`src/hw/rtl/nddi_pkg.sv`:
```
`timescale 1ns / 1ps

package nddi_pkg;

  localparam int unsigned MAX_POINTS = 16;
  localparam int unsigned FRAC_BITS  = 16;
  localparam int unsigned WORD_BITS  = 32;

  localparam int unsigned IDX_BITS  = $clog2(MAX_POINTS);
  localparam int unsigned CNT_BITS  = $clog2(MAX_POINTS + 1);
  localparam int unsigned PROD_BITS = 2 * WORD_BITS;
  localparam int unsigned SUM_BITS  = 2 * WORD_BITS + 2;

  typedef logic signed [WORD_BITS-1:0] word_t;
  typedef logic signed [SUM_BITS-1:0]  wide_t;
  typedef logic        [PROD_BITS-1:0] mag_t;

  localparam word_t WORD_MAX = {1'b0, {(WORD_BITS - 1){1'b1}}};
  localparam word_t WORD_MIN = {1'b1, {(WORD_BITS - 1){1'b0}}};

  localparam logic FUNC_LOAD = 1'b0;
  localparam logic FUNC_EVAL = 1'b1;

  localparam logic [1:0] STAT_OK        = 2'd0;
  localparam logic [1:0] STAT_NOT_READY = 2'd1;
  localparam logic [1:0] STAT_TOO_MANY  = 2'd2;
  localparam logic [1:0] STAT_DUPLICATE = 2'd3;

  typedef struct packed {
    logic start;
    logic neg;
    mag_t mag;
    mag_t den;
  } div_req_t;

  typedef struct packed {
    logic  busy;
    word_t quo;
  } div_rsp_t;

  typedef enum logic [3:0] {
    ST_IDLE,
    ST_DUP_RD,
    ST_DUP_CMP,
    ST_DD_RD,
    ST_DD_SUB,
    ST_MUL,
    ST_NUM,
    ST_DIV_GO,
    ST_DIV,
    ST_EV_RD,
    ST_EV_ACC,
    ST_EV_STEP_RD,
    ST_EV_SUB,
    ST_EV_SHR,
    ST_EV_ADD,
    ST_DONE
  } state_t;

  // Saturates a wide signed value to one word.
  function automatic word_t clamp_word(input wide_t v);
    if (v > wide_t'(WORD_MAX)) return WORD_MAX;
    if (v < wide_t'(WORD_MIN)) return WORD_MIN;
    return v[WORD_BITS-1:0];
  endfunction

endpackage

```
`src/hw/rtl/nddi_div.sv`:
```
`timescale 1ns / 1ps

module nddi_div (
  input  logic                clk,
  input  logic                rst_n,
  input  nddi_pkg::div_req_t  req,
  output nddi_pkg::div_rsp_t  rsp
);
  import nddi_pkg::*;

  localparam int unsigned STEP_BITS = $clog2(WORD_BITS);

  logic                  busy_r;
  logic [STEP_BITS-1:0]  step_r;
  logic                  neg_r;
  mag_t                  rem_r;
  mag_t                  den_r;
  logic [WORD_BITS-1:0]  lo_r;
  logic [WORD_BITS-1:0]  quo_bits_r;
  word_t                 quo_r;

  mag_t                  hi_part;
  logic [PROD_BITS:0]    trial;
  logic                  take;
  logic [WORD_BITS-1:0]  quo_nxt;
  logic                  last_step;

  // The dividend is mag shifted up by the fraction bits; its upper part must stay
  // below the divisor, or the quotient cannot fit and saturates at once.
  assign hi_part   = req.mag >> (WORD_BITS - FRAC_BITS);
  assign trial     = {rem_r, lo_r[WORD_BITS-1]};
  assign take      = trial >= {1'b0, den_r};
  assign quo_nxt   = {quo_bits_r[WORD_BITS-2:0], take};
  assign last_step = step_r == STEP_BITS'(WORD_BITS - 1);

  always_ff @(posedge clk) begin
    if (!rst_n) begin
      busy_r <= 1'b0;
      step_r <= '0;
    end else if (req.start) begin
      busy_r <= (req.mag != '0) && (req.den != '0) && (hi_part < req.den);
      step_r <= '0;
    end else if (busy_r) begin
      step_r <= step_r + 1'b1;
      if (last_step) begin
        busy_r <= 1'b0;
      end
    end
  end

  always_ff @(posedge clk) begin
    if (req.start) begin
      neg_r      <= req.neg;
      den_r      <= req.den;
      rem_r      <= hi_part;
      lo_r       <= {req.mag[WORD_BITS-FRAC_BITS-1:0], {FRAC_BITS{1'b0}}};
      quo_bits_r <= '0;
      if (req.mag == '0) begin
        quo_r <= '0;
      end else if (req.den == '0 || hi_part >= req.den) begin
        quo_r <= req.neg ? WORD_MIN : WORD_MAX;
      end
    end else if (busy_r) begin
      rem_r      <= take ? PROD_BITS'(trial - {1'b0, den_r}) : trial[PROD_BITS-1:0];
      lo_r       <= lo_r << 1;
      quo_bits_r <= quo_nxt;
      if (last_step) begin
        if (quo_nxt[WORD_BITS-1]) begin
          quo_r <= neg_r ? WORD_MIN : WORD_MAX;
        end else begin
          quo_r <= neg_r ? word_t'(-quo_nxt) : word_t'(quo_nxt);
        end
      end
    end
  end

  assign rsp.busy = busy_r;
  assign rsp.quo  = quo_r;

endmodule

```
`config.mk`:
```
export PLATFORM = sky130hd
export DESIGN_NAME = nddi_div
export DESIGN_NICKNAME = d
export VERILOG_FILES = /design/src/hw/rtl/nddi_pkg.sv /design/src/hw/rtl/nddi_div.sv
export SDC_FILE = /design/constraint.sdc
export NUM_CORES = 1
export LEC_CHECK = 0
export ABC_CLOCK_PERIOD_IN_PS = 5050
export BUFFER_PORTS_ARGS = -buffer_cell sky130_fd_sc_hd__buf_2
export CORE_MARGIN = 2
export CORE_UTILIZATION = 40
export DETAILED_ROUTE_END_ITERATION = 8
export HOLD_SLACK_MARGIN = 0.08
export PLACE_DENSITY_LB_ADDON = 0.15
export SETUP_SLACK_MARGIN = 0.4
export SYNTH_ARGS = -nofsm -noshare
export SYNTH_HDL_FRONTEND = slang
export SYNTH_SLANG_ARGS = --single-unit
export TNS_END_PERCENT = 50
```
`constraint.sdc`:
```
create_clock -name clk -period 5.05 [get_ports clk]
set_clock_uncertainty 0.05 [all_clocks]
set_input_delay 0.7575 -clock clk [delete_from_list [all_inputs] [get_ports clk]]
set_output_delay 0.7575 -clock clk [all_outputs]
set_load 0.02 [all_outputs]
```
---- After elaboration in Yosys (flattened, before gate mapping) ----
Index checks and enable logic that the tools add are counted.
storage, ports and cells
  input port bits ......................... 132
  logic and storage cells ................. 46
  output and inout port bits .............. 33
  bits in registers ....................... 214
cells by class
  muxes and demuxes ....................... 17
  reduce and logical (&&, ||, !) cells .... 11
  bitwise gates (word level) .............. 1
  equal/unequal tests ..................... 2
  add/subtract/negate cells ............... 3
  magnitude comparators ................... 3
operator list
  operator             count
  $mux 32              11
  $logic_not 64->1     2
  $reduce_bool 64->1   2
  $mux 48              2
  $ge 65x64->1         1
  $ge 48x64->1         1
  $lt 48x64->1         1
  $mux 64              1
  $sub 64x64->64       1
  $neg 32->32          1
  $add 5x1->5 const B  1
  $eq 5x5->1 const B   1
  $reduce_bool 2->1    2
  $mux 1               3
  $ne 3x1->1 const B   1
  $reduce_and 3->1     1
  $logic_and 1x1->1    2
  $reduce_or 2->1      1
  $logic_or 1x1->1     1
  $not 1->1            1

---- Longest topological paths before layout ----
Gate-level depths: netlist of run 1.
  depth in word-level cells ............... 7
  depth in mapped cells ................... 20

---- Worst setup path after synthesis of run 1 ----
Ideal clock, no wire load.
  path kind ............................... input-to-reg
  start point ............................. input req[47] in the netlist's numbering
  end point ............................... register quo_r[0] (enable)
  data required time ...................... 4.530 ns
  data arrival time ....................... 4.416 ns
  cell stages on the path ................. 9
  library setup time ...................... 0.470 ns
  path buffers ............................ 0
  slack ................................... 0.114 ns
  cell sequence ........................... inv_1 -> ha_1 -> nand2_1 -> or3_1 -> nor3_1 -> nand3_1 -> nor2_1 -> nor2_1 -> a211oi_1
on the way
  longest elaborated chain between the ends .. 4
ends and longest elaborated chain
  item                                                     line            source
  from (decl)                                              nddi_div.sv:6   input nddi_pkg::div_req_t req,
  $ge 48x64->1 / $logic_not 64->1 (equally long branches)  nddi_div.sv:60  end else if (req.den == '0 || hi_part >= req.den) begin
  $logic_or 1x1->1 (*)                                     nddi_div.sv:60
  $ne 3x1->1 (no line) (*)                                 -
  $reduce_and 3->1 (no line) (*)                           -
  to (signal assigned)                                     nddi_div.sv:61  quo_r <= req.neg ? WORD_MIN : WORD_MAX;
  to (signal assigned)                                     nddi_div.sv:69  quo_r <= neg_r ? WORD_MIN : WORD_MAX;
  to (signal assigned)                                     nddi_div.sv:71  quo_r <= neg_r ? word_t'(-quo_nxt) : word_t'(quo_nxt);
  to (decl)                                                nddi_div.sv:20  word_t quo_r;
Mark *: on every way between the ends. The rest lies on a longest branch, timed or not.
A chain may end at the register's enable or synchronous reset.

---- Final worst setup path of run 1 ----
  start point ............................. register rem_r[29]
  end point ............................... register quo_r[22] (data pin)
on the way
  longest elaborated chain between the ends .. 7
ends and longest elaborated chain
  item                    line            source
  from (decl)             nddi_div.sv:16  mag_t rem_r;
  from (signal assigned)  nddi_div.sv:55  rem_r <= hi_part;
  from (signal assigned)  nddi_div.sv:64  rem_r <= take ? PROD_BITS'(trial - {1'b0, den_r}) : trial[PROD_BITS-1:0];
  $ge 65x64->1            nddi_div.sv:32  assign take = trial >= {1'b0, den_r};
  $neg 32->32             nddi_div.sv:71
  $mux 32                 nddi_div.sv:71
  $mux 32                 nddi_div.sv:68  if (quo_nxt[WORD_BITS-1]) begin
  $mux 32                 nddi_div.sv:67  if (last_step) begin
  $mux 32                 nddi_div.sv:63  end else if (busy_r) begin
  $mux 32                 nddi_div.sv:52  if (req.start) begin
Every way passes these cells. The select of a mux whose other input is x is not followed.

==> summary.md, run 1 <==
| Metric | Value |
|---|---|
| DR pass1 iterations | `5` |
| Reg-to-reg endpoint | `quo_r[22]` |
| MaxCap Viol Count | `0` |
| H-tree depth | `1` |
| Crit path DAT | `approximately 4.6 ns` |
| DR WL/cell | `roughly 19 microns` |
| Total Routed Length | `around 44 mm` |
| DRT iter0 DRCs | `1027` |
| Cell taking the most area after synthesis | `edfxtp_1` |
| Asr flop ratio synth | `0%` |
| Cell Pwr Density | `around 340 nW/um^2` |
| Die width | `between 150 and 200 microns` |
| Crit path max-delay cell type | `or4_4` |
| Buffers on Ports | `between 150 and 200` |
| Synth Instances | `approximately 1600` |
| Clock Path Buffers | `3` |
| Layout area overhead | `13.4%` |
| R2r setup slk | `approximately 0.65 ns` |
| Setup_tns | `0 ns` |
| Clk Latency, worst-skew pair | `0.54 ns` |
| Synth Area in Adders | `under 10%` |
| Largest net degree at the start of global routing | `75` |
| Unrepaired setup endpoints after global routing | `false` |
| Starting Density | `40.3%` |
| Worst Path Max Fanout | `7` |
| Sink Count | `~210` |
| Vias | `12800` |
| Min Tclk post-route | `around 4.4 ns` |
| First-pass GRT wire length | `69.2 mm` |
| Dpl ws | `between 0.4 and 0.5 ns` |
| Vias in the first global route | `between 10000 and 15000` |
| Worst EP required | `about 5.3 ns` |
| # setup viols final | `0` |
| Fin util | `45.8%` |
| Final Hold Viols | `0` |
| Nets | `about 2000` |
| I/O Pins | `165` |
| Mapped cell area | `15100 sq um` |
| Setup crit end kind | `register` |
| Cell variety after synth | `between 70 and 80` |
| Avg Inst Size Synth | `between 9 and 10 sq um` |
| Largest family of logic cells by synthesized area | `compound AO/OA/AOI/OAI gates` |
| Worst r2r path cells | `16` |
| Critical path capture point | `quo_r[22]` |
| Slew margin rel. | `between 40% and 50%` |
| Clock Pin Slew Worst Setup and Hold Paths | `0.07 ns` |
| CP Class | `reg2reg` |
| Antenna viol nets, final | `0` |
| Type of origin of the critical path | `register` |
| Die area | `between 30000 and 40000 sq um` |
| Hold Startpoint | `req[51]` |
| Final Slew Violations | `0` |
| Dpl hpwl | `33.4 mm` |
| CTS tree | `yes` |
| Slew @ Worst Pin | `about 0.9 ns` |
| Vias/cell | `approximately 5.6` |
| Peak supply drop | `219 uV` |
| Layout cell share with drive strength beyond 1 | `approximately 17%` |
| DRC errors left | `0` |
| Placer Congestion | `slightly above 0.9` |
| Hold Path Class | `in2reg` |
| Worst r2r src | `rem_r[29]` |
| Row Count | `about 70` |
| Synth Register Bits | `between 200 and 250` |
| Status | `completed` |
| Most frequent cell on the critical path | `ha_1` |
| Worst setup margin | `between 0.6 and 0.7 ns` |
| Simple-gate share of the synthesized area | `between 10% and 20%` |
| LEAKAGE | `between 7 and 8 nW` |
| Gr usage total | `between 20% and 30%` |
| Number of synthesized flops with an enable pin | `161` |
| Crit path launch | `rem_r[29]` |
| Max Fclk | `around 230 MHz` |
| FILL cells | `between 3000 and 4000` |
| YS warnings | `0` |
| Mapped Nets | `approximately 1900` |
| CTS Buf Count | `25` |
| Remaining global-route overflow | `0` |
| Crit path cell chain | `ha_1 -> and3_1 -> a221oi_1 -> o31ai_1 -> a21o_1 -> or4_4 -> a21o_4 -> inv_2 -> ha_1 -> nand2b_1 -> or2_2 -> o41a_1 -> a21oi_2 -> nand2_1 -> xor2_1 -> o21ai_0` |
| Die Ht | `approximately 200 microns` |
| Post-synthesis mux area share | `under 10%` |
| Sequential fraction of the synthesis area | `39.0%` |
| Core area | `around 37000 sq um` |
| Area contributors post-synth | `edfxtp_1 32%, ha_1 9.5%, dfxtp_1 7.0%` |
| Max incr delay on CP | `about 0.58 ns` |
| Complex-gate fraction of the synthesized area | `approximately 18%` |
| Fin crit share | `87.1%` |
| Initial antenna violation count | `4` |
| Most used DFF post-synth | `edfxtp_1` |
| CTS root buf | `clkbuf_16` |
| Top cell type's share of synthesized area | `about a third` |
| Post-Synth XOR/XNOR Area | `approximately 3.8%` |
-- report_power, final --
group / total (mW) / switching, mW / internal [mW]
Clock: 1.72 / 0.742 / 0.974
Combinational: 1.90 / 1.14 / 0.754
Sequential: 2.14 / 0.0661 / 2.08
Total: 5.76 / 1.95 / 3.80
-- worst max-delay path, delay by kind of cell (launching register included) --
family | cells | cell delay (ns)
DFF | 1 | 0.41
and+or+nand+nor | 5 | 1.42
AOI/OAI and AO/OA | 7 | 1.43
xor gates and xnor gates | 1 | 0.14
adders and majority gates | 2 | 0.61
buffers and inverters | 1 | 0.05
-- how the worst min path moves through the flow --
stage | endpoint | slack, ns | cells after the start
after floorplan | rem_r[48] | 0.41 | 2
after global placement | step_r[4] | 0.43 | 2
after detailed placement | rem_r[51] | 0.45 | 2
after CTS | den_r[55] | 0.34 | 1
after global routing | den_r[51] | 0.35 | 1
final | den_r[51] | 0.36 | 1
-- placed cells by master (no fill, tap or decap), types with 9 or more instances in the layout --
cell,netlist,routed
and3_1,13,13
dfxtp_1,53,52
mux2_2,62,62
o21a_1,16,16
nand2b_1,17,17
or3_1,10,10
clkbuf_16,0,25
buf_2,1,163
xnor2_1,34,34
nor3_1,27,27
inv_1,146,145
o21ai_0,78,78
xor2_1,31,31
nand4_1,48,48
nand3_1,16,16
nor2b_1,21,21
a21oi_1,145,143
o21bai_1,23,23
buf_4,1,18
a21o_1,45,44
nor2_1,161,161
ha_1,115,113
a31oi_1,9,9
a211oi_1,13,12
edfxtp_1,161,161
nor4_1,39,39
mux2i_1,49,49
nand2_1,84,84
o22a_1,9,9
clkbuf_1,75,9
-- area by class of cell --
type / count / area (sq um) / area share (%)
Multi-Input combinational cell: 1193 / 8350 / 48.7
Sequential cell: 214 / 5900 / 34.4
Timing Repair Buffer: 182 / 965 / 5.62
Clock buffer: 35 / 673 / 3.92
Tap cell: 511 / 639 / 3.73
Inverter: 147 / 552 / 3.22
Clock inverter: 10 / 73.8 / 0.430
Antenna cell: 2 / 5.00 / 0.0292
-- state kept, by name (all words and copies together) (netlist names) --
register	cells
den_r	64
rem_r	64
lo_r	16
quo_r	32
busy_r	1
quo_bits_r	31
neg_r	1
step_r	5
-- metrics by stage --
step | hold slack (ns) | instances | power, mW | instance area [sq um]
final | 0.362 | 2294 | 5.76 | 17200
after global placement | 0.431 | 2247 | 4.02 | 16400
after detailed placement | 0.449 | 2247 | 4.04 | 16400
after global routing | 0.346 | 2293 | 6.08 | 17200
after floorplan | 0.415 | 1647 | 3.52 | 15100
after CTS | 0.342 | 2292 | 5.77 | 17100
-- per-layer routing --
metal | global-route usage, % | part of all wire (%)
met5 | 0 | 0.066
met4 | 4.12 | 1.6
met3 | 2.75 | 6.3
met2 | 33.6 | 42
met1 | 34.1 | 50
-- kinds of logic after synthesis --
group | after synthesis
DFF | 214
adders and majority gates | 116
AOI/OAI and AO/OA | 425
and+or+nand+nor | 476
buffers and inverters | 240
muxes | 111
xor gates and xnor gates | 65
-- what timing repair did --
action	CTS	global route
buffers inserted	0	0
setup endpoints to repair	0	2
hold buffers	0	0
resized for setup	0	5
-- synthesized netlist by cell type, drive strengths merged (17+ instances only) --
master / instances
a21o: 45
a21oi: 145
buf: 18
clkbuf: 75
dfxtp: 53
edfxtp: 161
ha: 115
inv: 147
mux2: 62
mux2i: 49
nand2: 85
nand2b: 17
nand4: 48
nor2: 162
nor2b: 21
nor3: 27
nor4: 39
o21ai: 81
o21bai: 23
xnor2: 34
xor2: 31
Note: power is estimated with default switching activity, not from simulation.
==> inputs of run 2 (changes only) <==
--- a/config.mk
+++ b/config.mk
@@ -5,9 +5,10 @@
 export SDC_FILE = /design/constraint.sdc
 export NUM_CORES = 1
 export LEC_CHECK = 0
-export ABC_CLOCK_PERIOD_IN_PS = 5050
+export ABC_AREA = 1
+export ABC_CLOCK_PERIOD_IN_PS = 4700
 export BUFFER_PORTS_ARGS = -buffer_cell sky130_fd_sc_hd__buf_2
-export CORE_MARGIN = 2
+export CORE_MARGIN = 4
 export CORE_UTILIZATION = 40
 export DETAILED_ROUTE_END_ITERATION = 8
 export HOLD_SLACK_MARGIN = 0.08
==> constraint.sdc (replaced) <==
create_clock -name clk -period 4.7 [get_ports clk]
set_clock_uncertainty 0.05 [all_clocks]
set_input_delay 0.705 -clock clk [delete_from_list [all_inputs] [get_ports clk]]
set_output_delay 0.705 -clock clk [all_outputs]
set_load 0.02 [all_outputs]
==> run 2 against run 1 <==
  * Register-to-register slack better by 0.07 ns
  * Flip-flop and latch count stayed put
  * First-iteration DRC count is 2.9% higher
  * Sequential share of layout area is 1.8 points lower
  * Largest cell class unchanged
==> summary.md, run 2 <==
| Metric | Value |
|---|---|
| Status | `completed` |
| Complex-gate fraction of the synthesized area | `15.4%` |
| DR WL/cell | `about 18 microns` |
| Setup crit end kind | `register` |
| Number of synthesized flops with an enable pin | `approximately 160` |
| CTS Buf Count | `26` |
| Clk Latency, worst-skew pair | `between 0.5 and 0.6 ns` |
| Buffers on Ports | `164` |
| DRC errors left | `0` |
| Final Slew Violations | `0` |
| Remaining global-route overflow | `0` |
| GR peak layer | `met2` |
| # setup viols final | `0` |
| Vias in the first global route | `~14000` |
| Die Ht | `between 200 and 250 microns` |
| Area contributors post-synth | `edfxtp_1 31%, nand2_1 11%, ha_1 9.1%` |
| CTS root buf | `clkbuf_16` |
| First-pass GRT wire length | `78.6 mm` |
| Gr usage total | `a little under a quarter` |
| Most used DFF post-synth | `edfxtp_1` |
| Row Count | `72` |
| Most common cell after layout, fill and taps aside | `nand2_1` |
| I/O Pins | `approximately 170` |
| Avg Inst Size Synth | `7.33 sq um` |
| DR pass1 iterations | `5` |
| Top-count cell post-synth | `nand2_1` |
| Hold_buf cts | `0` |
| Cell Pwr Density | `322 nW/um^2` |
| GRT met3 Usage | `about 3.5%` |
| Antenna viol nets, final | `0` |
| Synth top cells by count | `471 x nand2_1, 349 x inv_1, 209 x nor2_1` |
| Peak supply drop | `around 220 uV` |
| Worst Path Max Fanout | `17` |
| Setup_tns | `0 ns` |
| Mapped Nets | `2402` |
| Max Fclk | `252 MHz` |
| Largest family of logic cells by synthesized area | `simple AND/OR/NAND/NOR gates` |
| Die width | `roughly 210 microns` |
| Simple-gate share of the synthesized area | `between 20% and 30%` |
| DRT iter0 DRCs | `1057` |
| Crit path DAT | `around 4.2 ns` |
| Non-filler cells, final | `about 2900` |
| Die area | `roughly 43000 sq um` |
| Starting Density | `40.6%` |
| Worst EP required | `just under 5 ns` |
| CP Class | `reg2reg` |
| Vias/cell | `roughly 5.2` |
| Largest net degree at the start of global routing | `roughly 100` |
| Type of origin of the critical path | `register` |
| Vias | `approximately 15000` |
| Asr flop ratio synth | `0%` |
| Unrepaired setup endpoints after global routing | `false` |
| Cell taking the most area after synthesis | `edfxtp_1` |
| Fin crit share | `a little over four fifths` |
| Clock Path Buffers | `3` |
| Post-synthesis mux area share | `0%` |
| Slew margin rel. | `28.5%` |
| Largest regs | `den_r: 64 flops, rem_r: 64 flops, quo_r: 32 flops` |
| Cell variety after synth | `49` |
| Mapped cell area | `about 16000 sq um` |
| LEAKAGE | `around 8.4 nW` |
| MaxCap Viol Count | `0` |
| Post-Synth XOR/XNOR Area | `under 10%` |
| Sink Count | `approximately 210` |
| Clock Pin Slew Worst Setup and Hold Paths | `~0.060 ns` |
| CTS tree | `yes` |
| Synth Instances | `roughly 2200` |
| Placed Cells | `2799` |
| Nets | `roughly 2600` |
| Layout area overhead | `14.8%` |
| Commonest cells after routing, fill and taps aside | `470 x nand2_1, 348 x inv_1, 208 x nor2_1` |
| Slew @ Worst Pin | `about 1.1 ns` |
| Min Tclk post-route | `3.98 ns` |
| YS warnings | `0` |
| Dpl hpwl | `between 40 and 50 mm` |
| Final Hold Viols | `0` |
| Met2 Use GR | `a little under two fifths` |
| Core area | `between 30000 and 40000 sq um` |
| Total Routed Length | `between 50 and 60 mm` |
| Hold Path Class | `in2reg` |
| M1 GR Usage | `about a third` |
| Top cell type's share of synthesized area | `30.6%` |
| Synth Register Bits | `214` |
| Layout cell share with drive strength beyond 1 | `roughly an eighth` |
| H-tree depth | `1` |
| Initial antenna violation count | `3` |
| Placer Congestion | `0.970` |
| Synth Area in Adders | `under 10%` |
| Sequential fraction of the synthesis area | `between 30 and 40%` |
run 2: cell types whose count changed in the layout (fill, tap and decap cells not counted), sizes merged, moves of 56 or more:
| cell | previous run | this run |
|---|---|---|
| inv | 147 | 365 |
| mux2 | 62 | 0 |
| nand2 | 85 | 478 |
| nand3 | 16 | 99 |
| nor2 | 162 | 218 |
| o21ai | 81 | 177 |
run 2: what timing repair did:
item | CTS | global route
buffers inserted | 0 | 2
resized for setup | 0 | 15
endpoints found under the setup margin | 0 | 10
run 2: area by class of cell:
cell class / instances / area (sq um)
diodes: 2 / 5.00
inverters: 366 / 1380
well taps: 518 / 648
repair buffers: 181 / 967
clock buffers: 30 / 687
clock inverters: 18 / 228
fillers: 4003 / 20700
flip-flops and latches: 214 / 5900
multi-input cells: 1523 / 8300
run 2: final timing paths:
kind | startpoint | end | slack, ns | cells past startpoint
min reg2reg | rem_r[50] | rem_r[50] | 0.42 | 2
max reg2reg | rem_r[11] | quo_r[24] | 0.72 | 22
min | req[51] | den_r[51] | 0.30 | 1
max | rem_r[11] | quo_r[24] | 0.72 | 22
run 2: critical path: stages, from the launching register on:
cell      delay, ns
edfxtp_1       0.40
ha_1           0.38
nand2_1        0.15
inv_2          0.05
nand2_1        0.06
nand2_1        0.07
a21oi_1        0.17
nand3_2        0.17
nand2_2        0.11
nand2_4        0.10
nand2_4        0.14
nand2_8        0.14
inv_8          0.13
ha_1           0.17
nand3_1        0.10
nor2_1         0.13
nand3_2        0.13
nor3_4         0.34
nand4_1        0.17
o21ai_2        0.20
o21ai_0        0.14
o21ai_1        0.14
nand2_1        0.05
run 2: cells by family (layout without fill, tap and decap cells):
logic type / Yosys count / count (layout)
AND/OR/NAND/NOR: 926 / 927
AO/OA/AOI/OAI: 437 / 437
buffers and inverters: 418 / 595
flip-flops: 214 / 214
adder cells (fa/ha/maj): 116 / 116
XOR/XNOR: 43 / 43
other: 0 / 2
run 2: layer usage:
metal  part of all wire, %  vias to the layer above
li1                      -                     7535
met1                    48                     6928
met2                    44                      398
met3                   5.8                       59
met4                   2.1                        4
met5                 0.043                        -
run 2: metrics by stage:
| stage | area (sq um) | power, mW | setup WS (ns) | utilization (%) | hold slack (ns) |
|---|---|---|---|---|---|
| 2_1_floorplan | 15800 | 3.19 | 1.02 | - | 0.394 |
| 3_3_place_gp | 17100 | 3.66 | 0.644 | 44.1 | 0.405 |
| 3_5_place_dp | 17100 | 3.66 | 0.545 | 44.1 | 0.411 |
| 4_1_cts | 18000 | 5.86 | 0.542 | 46.5 | 0.274 |
| 5_1_grt | 18100 | 6.13 | 0.388 | 46.6 | 0.281 |
| 6_report | 18100 | 5.82 | 0.725 | 46.6 | 0.297 |
run 2: report_power, final:
part,switching [mW],internal [mW],leakage (nW),total [mW]
registers,0.0458,2.17,2.02,2.22
logic,0.957,0.474,5.94,1.43
clock network,0.851,1.32,0.443,2.17
total,1.85,3.97,8.40,5.82
